==> src/rtl/ect_pkg.sv <==
// Shared types and constants for the expression character tokenizer.
// Used by ect_lex and expression_char_tokenizer; no dependencies.
package ect_pkg;

	localparam int LINE_BITS = 20;
	localparam int COL_BITS  = 16;

	localparam int CH_BITS   = 8;
	localparam int OUT_BITS  = 4 + 1 + 1 + 1 + 1 + 2 + LINE_BITS + COL_BITS;
	localparam int OUT_TBITS = ((OUT_BITS + 7) / 8) * 8;

	localparam logic [CH_BITS-1:0] CH_UNDER  = 8'h5F;
	localparam logic [CH_BITS-1:0] CH_DOT    = 8'h2E;
	localparam logic [CH_BITS-1:0] CH_QUOTE  = 8'h22;
	localparam logic [CH_BITS-1:0] CH_LF     = 8'h0A;
	localparam logic [CH_BITS-1:0] CH_TAB    = 8'h09;
	localparam logic [CH_BITS-1:0] CH_CR     = 8'h0D;
	localparam logic [CH_BITS-1:0] CH_SPACE  = 8'h20;
	localparam logic [CH_BITS-1:0] CH_PLUS   = 8'h2B;
	localparam logic [CH_BITS-1:0] CH_MINUS  = 8'h2D;
	localparam logic [CH_BITS-1:0] CH_STAR   = 8'h2A;
	localparam logic [CH_BITS-1:0] CH_SLASH  = 8'h2F;
	localparam logic [CH_BITS-1:0] CH_PCT    = 8'h25;
	localparam logic [CH_BITS-1:0] CH_EQUAL  = 8'h3D;
	localparam logic [CH_BITS-1:0] CH_LPAREN = 8'h28;
	localparam logic [CH_BITS-1:0] CH_RPAREN = 8'h29;
	localparam logic [CH_BITS-1:0] CH_0      = 8'h30;
	localparam logic [CH_BITS-1:0] CH_9      = 8'h39;
	localparam logic [CH_BITS-1:0] CH_LA     = 8'h61;
	localparam logic [CH_BITS-1:0] CH_LZ     = 8'h7A;
	localparam logic [CH_BITS-1:0] CH_UA     = 8'h41;
	localparam logic [CH_BITS-1:0] CH_UZ     = 8'h5A;

	typedef enum logic [3:0] {
		KIND_NONE   = 4'd0,
		KIND_IDENT  = 4'd1,
		KIND_NUMBER = 4'd2,
		KIND_STRING = 4'd3,
		KIND_PLUS   = 4'd4,
		KIND_MINUS  = 4'd5,
		KIND_MUL    = 4'd6,
		KIND_DIV    = 4'd7,
		KIND_MOD    = 4'd8,
		KIND_EQUAL  = 4'd9,
		KIND_LPAREN = 4'd10,
		KIND_RPAREN = 4'd11
	} kind_t;

	typedef enum logic [1:0] {
		ERR_NONE     = 2'd0,
		ERR_UNRECOG  = 2'd1,
		ERR_OPEN_STR = 2'd2
	} err_t;

	typedef enum logic [4:0] {
		MODE_IDLE  = 5'b00001,
		MODE_IDENT = 5'b00010,
		MODE_INT   = 5'b00100,
		MODE_FRAC  = 5'b01000,
		MODE_STR   = 5'b10000
	} mode_t;

	typedef struct packed {
		kind_t kind;
		logic  starts_token;
		logic  in_text;
		logic  ends_previous;
		logic  ends_here;
		err_t  error;
	} lex_res_t;

endpackage

==> src/rtl/expression_char_tokenizer.sv <==
// Top level of the expression character tokenizer: input register, lexer step,
// line and column counters, result register. Depends on ect_pkg and ect_lex.
//
// Usage:
//   Slave stream takes one source character per item: tdata holds ch, tlast
//   marks the final character of the input. Master stream gives one result
//   item per character: kind, flags, error, line and column after it.
//   An item is taken on the slave side into the input register; the lexer
//   step runs on it and loads the result register once that register is
//   empty or being read, and the result is held there until the master
//   side takes it.
//   Throughput is one item per cycle while m_axis_tready is high: the mode
//   step and the counter update fit in the single stage between the registers.
//   When the master side stalls, the result register holds its item and the
//   input register still takes one more character; s_axis_tready drops only
//   when both registers are full and m_axis_tready is low.
//   Reset puts the lexer in idle mode, line count to one, column count to
//   zero, and empties both registers. tlast closes any open token but does
//   not clear the line and column counts.
module expression_char_tokenizer import ect_pkg::*; (
	input  logic                 clk,
	input  logic                 arst_n,
	input  logic                 s_axis_tvalid,
	output logic                 s_axis_tready,
	input  logic [CH_BITS-1:0]   s_axis_tdata,  // [7:0] ch
	input  logic                 s_axis_tlast,  // last_char
	output logic                 m_axis_tvalid,
	input  logic                 m_axis_tready,
	// [3:0] kind, [4] starts_token, [5] in_text, [6] ends_previous,
	// [7] ends_here, [9:8] error, [29:10] line_no, [45:30] col_no, rest zero
	output logic [OUT_TBITS-1:0] m_axis_tdata
);

	localparam logic [LINE_BITS-1:0] LINE_MAX = {LINE_BITS{1'b1}};
	localparam logic [COL_BITS-1:0]  COL_MAX  = {COL_BITS{1'b1}};

	logic                 vld_s1;
	logic [CH_BITS-1:0]   ch_s1;
	logic                 last_s1;
	logic                 vld_s2;
	logic [OUT_BITS-1:0]  data_s2;
	logic                 adv;

	mode_t                mode_q;
	mode_t                mode_nxt;
	logic [LINE_BITS-1:0] line_q;
	logic [COL_BITS-1:0]  col_q;
	logic [LINE_BITS-1:0] line_nxt;
	logic [COL_BITS-1:0]  col_nxt;
	lex_res_t             res;

	ect_lex u_lex (
		.ch        (ch_s1),
		.last_char (last_s1),
		.mode      (mode_q),
		.res       (res),
		.mode_nxt  (mode_nxt)
	);

	assign adv           = vld_s1 && (!vld_s2 || m_axis_tready);
	assign s_axis_tready = !vld_s1 || adv;
	assign m_axis_tvalid = vld_s2;
	assign m_axis_tdata  = OUT_TBITS'(data_s2);

	always_comb begin
		line_nxt = line_q;
		col_nxt  = col_q;
		if (ch_s1 == CH_LF) begin
			col_nxt = '0;
			if (line_q != LINE_MAX)
				line_nxt = line_q + LINE_BITS'(1);
		end else if (col_q != COL_MAX) begin
			col_nxt = col_q + COL_BITS'(1);
		end
	end

	always_ff @(posedge clk or negedge arst_n) begin
		if (!arst_n) begin
			vld_s1 <= 1'b0;
			vld_s2 <= 1'b0;
			mode_q <= MODE_IDLE;
			line_q <= LINE_BITS'(1);
			col_q  <= '0;
		end else begin
			if (s_axis_tready)
				vld_s1 <= s_axis_tvalid;
			if (adv)
				vld_s2 <= 1'b1;
			else if (m_axis_tready)
				vld_s2 <= 1'b0;
			if (adv) begin
				mode_q <= mode_nxt;
				line_q <= line_nxt;
				col_q  <= col_nxt;
			end
		end
	end

	always_ff @(posedge clk) begin
		if (s_axis_tready && s_axis_tvalid) begin
			ch_s1   <= s_axis_tdata;
			last_s1 <= s_axis_tlast;
		end
		if (adv)
			data_s2 <= {col_nxt, line_nxt, res.error, res.ends_here, res.ends_previous,
				res.in_text, res.starts_token, res.kind};
	end

endmodule

==> src/rtl/ect_lex.sv <==
// Character classifier and lexer mode step for one character.
// Depends on ect_pkg for the mode, kind and result types.
module ect_lex import ect_pkg::*; (
	input  logic [CH_BITS-1:0] ch,
	input  logic               last_char,
	input  mode_t              mode,
	output lex_res_t           res,
	output mode_t              mode_nxt
);

	logic  is_alpha;
	logic  is_digit;
	logic  is_space;
	logic  is_quote;
	logic  handled;
	kind_t op_kind;

	assign is_alpha = (ch >= CH_LA && ch <= CH_LZ) || (ch >= CH_UA && ch <= CH_UZ) ||
		(ch == CH_UNDER);
	assign is_digit = (ch >= CH_0 && ch <= CH_9);
	assign is_space = (ch == CH_SPACE) || (ch >= CH_TAB && ch <= CH_CR);
	assign is_quote = (ch == CH_QUOTE);

	always_comb begin
		case (ch)
			CH_PLUS:   op_kind = KIND_PLUS;
			CH_MINUS:  op_kind = KIND_MINUS;
			CH_STAR:   op_kind = KIND_MUL;
			CH_SLASH:  op_kind = KIND_DIV;
			CH_PCT:    op_kind = KIND_MOD;
			CH_EQUAL:  op_kind = KIND_EQUAL;
			CH_LPAREN: op_kind = KIND_LPAREN;
			CH_RPAREN: op_kind = KIND_RPAREN;
			default:   op_kind = KIND_NONE;
		endcase
	end

	always_comb begin
		res      = '{kind: KIND_NONE, error: ERR_NONE, default: 1'b0};
		handled  = 1'b0;
		mode_nxt = mode;

		case (mode)
			MODE_STR: begin
				handled  = 1'b1;
				res.kind = KIND_STRING;
				if (is_quote) begin
					res.ends_here = 1'b1;
					mode_nxt      = MODE_IDLE;
				end else begin
					res.in_text = 1'b1;
					if (last_char) begin
						res.ends_here = 1'b1;
						res.error     = ERR_OPEN_STR;
						mode_nxt      = MODE_IDLE;
					end
				end
			end
			MODE_IDENT: begin
				if (is_alpha || is_digit) begin
					handled     = 1'b1;
					res.kind    = KIND_IDENT;
					res.in_text = 1'b1;
				end
			end
			MODE_INT: begin
				if (is_digit || ch == CH_DOT) begin
					handled     = 1'b1;
					res.kind    = KIND_NUMBER;
					res.in_text = 1'b1;
					if (ch == CH_DOT)
						mode_nxt = MODE_FRAC;
				end
			end
			MODE_FRAC: begin
				if (is_digit) begin
					handled     = 1'b1;
					res.kind    = KIND_NUMBER;
					res.in_text = 1'b1;
				end
			end
			default: begin
				mode_nxt = MODE_IDLE;
			end
		endcase

		if (!handled && mode != MODE_IDLE) begin
			res.ends_previous = 1'b1;
			mode_nxt          = MODE_IDLE;
		end

		if (handled) begin
			if (last_char && mode_nxt != MODE_IDLE) begin
				res.ends_here = 1'b1;
				mode_nxt      = MODE_IDLE;
			end
		end else if (is_space) begin
			res.kind = KIND_NONE;
		end else if (is_alpha || is_digit) begin
			res.kind         = is_digit ? KIND_NUMBER : KIND_IDENT;
			res.starts_token = 1'b1;
			res.in_text      = 1'b1;
			if (last_char)
				res.ends_here = 1'b1;
			else
				mode_nxt = is_digit ? MODE_INT : MODE_IDENT;
		end else if (is_quote) begin
			res.kind         = KIND_STRING;
			res.starts_token = 1'b1;
			if (last_char) begin
				res.ends_here = 1'b1;
				res.error     = ERR_OPEN_STR;
			end else begin
				mode_nxt = MODE_STR;
			end
		end else if (op_kind != KIND_NONE) begin
			res.kind         = op_kind;
			res.starts_token = 1'b1;
			res.in_text      = 1'b1;
			res.ends_here    = 1'b1;
		end else begin
			res.error = ERR_UNRECOG;
		end
	end

endmodule

==> config.mk <==
export PLATFORM = sky130hd
export DESIGN_NAME = expression_char_tokenizer
export DESIGN_NICKNAME = d
export VERILOG_FILES = /design/src/rtl/ect_pkg.sv /design/src/rtl/expression_char_tokenizer.sv /design/src/rtl/ect_lex.sv
export SDC_FILE = /design/constraint.sdc
export NUM_CORES = 1
export LEC_CHECK = 0
export BUFFER_PORTS_ARGS = -buffer_cell sky130_fd_sc_hd__buf_2
export CAP_MARGIN = 20
export CORE_UTILIZATION = 30
export CTS_CLUSTER_SIZE = 12
export DETAILED_ROUTE_END_ITERATION = 10
export GPL_ROUTABILITY_DRIVEN = 0
export PLACE_DENSITY_LB_ADDON = 0.1
export SYNTH_ARGS = -nofsm -noshare
export SYNTH_HDL_FRONTEND = slang
export SYNTH_HIERARCHICAL = 1
export SYNTH_SLANG_ARGS = --single-unit
==> constraint.sdc <==
create_clock -name clk -period 2.7 [get_ports clk]
set_clock_uncertainty 0.2 [all_clocks]
set_input_delay 0.405 -clock clk [delete_from_list [all_inputs] [get_ports clk]]
set_output_delay 0.405 -clock clk [all_outputs]
set_load 0.005 [all_outputs]
* After elaboration in Yosys (flattened, before gate mapping)
Index checks and enable logic that the tools add are counted.
** Operators by class
- Magnitude comparators :: 8
- Reductions and logical operators :: 22
- Multiplexer cells :: 57
- Add/subtract/negate cells :: 2
- Eq/ne operators :: 21
** Operator list (count)
- $eq A8 B6 Y1 const B :: 11
- $mux W5 :: 13
- $mux W20 :: 2
- $mux W16 :: 2
- $pmux W4 S8 :: 1
- $mux W3 :: 8
- $add A20 B1 Y20 const B :: 1
- $ne A20 B20 Y1 const B :: 1
- $mux W6 :: 3
- $add A16 B1 Y16 const B :: 1
- $ge A8 B7 Y1 const B :: 2
- $le A8 B7 Y1 const B :: 2
- $mux W2 :: 8
- $ne A16 B16 Y1 const B :: 1
- $pmux W4 S4 :: 1
- $mux W1 :: 15
- $pmux W5 S3 :: 1
- $ne A5 B1 Y1 const B :: 2
- $eq A8 B4 Y1 const B :: 1
- $eq A8 B7 Y1 const B :: 1
- $ge A8 B4 Y1 const B :: 1
- $ge A8 B6 Y1 const B :: 1
- $le A8 B4 Y1 const B :: 1
- $le A8 B6 Y1 const B :: 1
- other kinds (12) :: 29
** Word-level totals
- Register bits after elaboration :: 98
- Input port bits :: 13
- Output and inout bits :: 50

* Depth between registers and ports, before layout
- Depth after elaboration :: 15
- Mapped depth :: 9

* Cells and area by module
Netlist, hierarchy kept.
** By module, submodules not included
- expression_char_tokenizer :: area an instance 4456.8 µm², cells each 380, seq. area each 2730.1 µm², times used 1
- ect_lex :: area an instance 681.9 µm², cells each 102, seq. area each 0.0 µm², times used 1

* Worst setup path after synthesis
OpenSTA, ideal clock, no wires.
- Kind :: input-to-reg
- Start point :: in m_axis_tready
- End point :: reg data_s2[0], enable pin
- Slack :: -324 ps
- Stages on the path :: 4
- Data arrival time :: 2396 ps
- Cell sequence :: nand2b_1 nand2_1 clkinv_1 clkbuf_1
** On the way
- Longest elaborated chain between the ends :: 2
** RTL lines
- start, declared :: RTL line expression_char_tokenizer.sv:28 : input logic m_axis_tready,
- $logic_or A1 B1 Y1 :: RTL line expression_char_tokenizer.sv:60 : assign adv = vld_s1 && (!vld_s2 || m_axis_tready);
- $logic_and A1 B1 Y1 :: RTL line expression_char_tokenizer.sv:60
- net adv :: RTL line expression_char_tokenizer.sv:42 : logic adv;
- end signal, assigned :: RTL line expression_char_tokenizer.sv:105 : data_s2 <= {col_nxt, line_nxt, res.error, res.ends_here, res.ends_previous,
- end, declared :: RTL line expression_char_tokenizer.sv:41 : logic [OUT_BITS-1:0] data_s2;
The timed path passes the listed nets, and every way through them passes these cells.
A chain may end at the register's enable or synchronous reset.

* Final worst setup path
- Start point :: reg ch_s1[7]
- End point :: reg data_s2[21], data pin
** On the way
- Longest elaborated chain between the ends :: 2
** RTL lines
- start, declared :: RTL line expression_char_tokenizer.sv:38 : logic [CH_BITS-1:0] ch_s1;
- start signal, assigned :: RTL line expression_char_tokenizer.sv:101 : ch_s1 <= s_axis_tdata;
- $eq A8 B4 Y1 :: RTL line expression_char_tokenizer.sv:68 : if (ch_s1 == CH_LF) begin
- $mux W20 :: RTL line expression_char_tokenizer.sv:68
- net line_nxt[11] :: RTL line expression_char_tokenizer.sv:48 : logic [LINE_BITS-1:0] line_nxt;
The timed path passes the listed nets, and every way through them passes these cells.

==> impl_metrics.yaml <==
synthesis:
  ys_warn_count: 6
  ys_ff_latch: 98
  syn_area_per_cell_sq_um: 10.66
  yosysSeqAreaShare_pct: 53.13
  yosys-top-cells-area: "edfxtp_1, dfrtp_1, nand2_1"
  synth_largest_area_cell: "edfxtp_1"
  yosys.area.top_type_share_pct: 32.14
  ys.flop_type: "edfxtp_1"
  synthCells: 482
  async_flop_share_pct: 43.88
  synth_cell_types: 74
  syn_area_sq_um: 5139
  synth_edf_count: 55
floorplanning:
  fp.dieW_um: 132.9
  start_util_pct: 30.88
  coreArea_sq_um: 16640
  io_pins: 63
  die-area_sq_um: 17660
  num_rows: 47
  dieHeight_um: 132.9
clock_tree:
  tritoncts: "yes"
  insertion_delay_ns: 0.35
  root_buffer: "clkbuf_16"
  cts-htree-levels: 3
  cts_buffers: 9
  cts.sinks: 98
  ctsLongestPathBuffers: 2
  clk_pin_slew_worst_paths_ns: 0.07
setup_path:
  rr_startpoint: "ch_s1[7]"
  cp_cell_sequence: "or4_4 -> or2_1 -> a21oi_2 -> nand4_1 -> xnor2_1"
  worst-path-buf-inv: 0
  cp-start-kind: "flop"
  cp-startpoint: "ch_s1[7]"
  worst_setup_path_end_kind: "flop"
  cp.arrival_ns: 2.40
  cp_max_fo: 7
  crit_path_max_incr_delay_ns: 0.51
  crit_type: "flop to flop"
  critPathTopFamily: "simple AND/OR/NAND/NOR gates"
  crit_slowest_cell: "or4_4"
  cp.required_ns: 2.61
timing:
  fin_crit_sh_pct: 92.25
  min_period_ns: 2.491
  drv_slew: 0
  slew_headroom_pct: 60.15
  tightest_slew_ns: 0.5977
  max_freq_ghz: 0.4015
  final-setup-viol-count: 0
  rsz0062_at_grt: "no"
  fin_setup_tns_ns: 0
  hold_viol: 0
global_routing:
  grt_pass1_vias: 3726
  grt_max_degree: 44
  grt_pass1_wl_um: 19110
  overflow: 0
  grt_usage_pct: 13.69
  grt_antenna_before_repair: 0
route:
  drc: 0
  ant_nets: 0
  via_per_inst: 4.873
  wl_per_cell_um: 14.58
  first_pass_iters: 4
  routed_wl_um: 11450
  drt-initial-drc-count: 251
  vias: 3825
placed_design:
  hpwl_um: 8071
  io_buffers: 60
cells_and_area:
  mostFrequentLayoutCells: "nand2_1, buf_2, edfxtp_1"
  area_growth_pct: 19.55
  nNetsFinal: 575
  layout_commonest_cell: "nand2_1"
  drive_gt1_share_pct: 24.60
  antennaDiodeCount: 0
power_and_ir_drop:
  ir_worst_vdd_v: 0.0002962
  p_per_area_nw_per_um2: 639.3
  total_power_mw: 3.927
  p_leak_nw: 2.507
hold_path:
  hold_path_class: "input pin to flop"
  min-delay-start: "s_axis_tdata[0]"
outcome:
  status: "complete, no violations"
flow_run:
  drv_cap: 0
[cells in the mapped netlist (all sizes together), types with 2 or more instances]
cell type,instances
nand2,65
edfxtp,55
nor2,47
dfrtp,41
a21oi,24
xor2,23
nand3,21
nor3,20
xnor2,17
nand4,14
buf,13
o21ai,13
mux2,10
nand2b,9
a31oi,8
clkbuf,7
nor4,7
and3,6
inv,6
or3,6
and2,5
nor2b,5
o311ai,5
o31ai,4
a211oi,3
a21o,3
nand4b,3
o21a,3
or2,3
or4,3
a22o,2
a41o,2
and2b,2
and4,2
dfstp,2
ha,2
nand3b,2
nand4bb,2
nor3b,2
o211ai,2
[path summary, 6_finish.rpt]
check,end,slack (ns),cells past startpoint
max in group asynchronous,col_q[2],1.41,3
worst max register to register,data_s2[21],0.21,5
min in group asynchronous,line_q[16],0.49,3
worst min register to register,mode_q[0],0.30,2
worst min-delay path,ch_s1[0],0.03,1
worst max-delay path,data_s2[21],0.21,5
[kinds of logic after synthesis]
family          after synthesis  synth area share (%)
xor+xnor                     40                 6.818
buf+inv                      27                 2.873
compound gates               78                 11.13
mux                          10                 2.264
simple gates                225                 23.03
flops                        98                 53.13
fa+ha+maj                     3                0.6817
other cells                   1               0.07298
[layer usage]
metal	vias to the layer above	track usage (%)	wire length [um]
met2	82	21.15	5231
met5	-	0	0
li1	1906	-	-
met4	0	5.683	214
met3	14	2.337	444
met1	1823	18.90	5556
[power by group]
group,switching [mW],internal [mW]
clock,0.591,0.916
combinational,0.305,0.231
sequential,0.122,1.76
total,1.02,2.91
[area by class of cell]
| class | instances | area (sq um) |
|---|---|---|
| Fill cell | 1662 | 10500 |
| Sequential cell | 98 | 2730 |
| Multi-Input combinational cell | 358 | 2265 |
| Timing Repair Buffer | 86 | 498.0 |
| Tap cell | 220 | 275.3 |
| Clock buffer | 9 | 225.2 |
| Clock inverter | 7 | 123.9 |
| Inverter | 7 | 26.28 |
[state kept, by name, summed over array words and instances (netlist names)]
| name | count |
|---|---|
| ch_s1 | 8 |
| mode_q | 5 |
| line_q | 20 |
| last_s1 | 1 |
| data_s2 | 46 |
| col_q | 16 |
| vld_s1 | 1 |
| m_axis_tvalid | 1 |
[worst register-to-register path, stage by stage (launching register included)]
cell and delay (ns):
edfxtp_1 0.43, or4_4 0.51, or2_1 0.39, a21oi_2 0.41, nand4_1 0.17, xnor2_1 0.15
[metrics by stage]
step | hold WS [ns] | instance area, sq um | worst slack [ns] | instances | util [%]
final | 0.02750 | 6143 | 0.2092 | 785 | 36.91
after global routing | 0.01705 | 6143 | 0.03808 | 785 | 36.91
after global placement | 0.2735 | 5784 | 0.2485 | 768 | 34.76
after detailed placement | 0.2918 | 5784 | 0.1805 | 768 | 34.76
after floorplan | -0.09059 | 5144 | 0.3103 | 483 | -
after CTS | 0.01550 | 6143 | 0.2010 | 785 | 36.91
[timing repair]
action | in CTS | in global routing
hold endpoints to repair | 41 | 0
gates resized for setup | 0 | 0
hold buffers | 1 | 0
setup buffers | 0 | 0
endpoints found under the setup margin | 0 | 0
No activity file was read; power rests on OpenSTA's default activity.
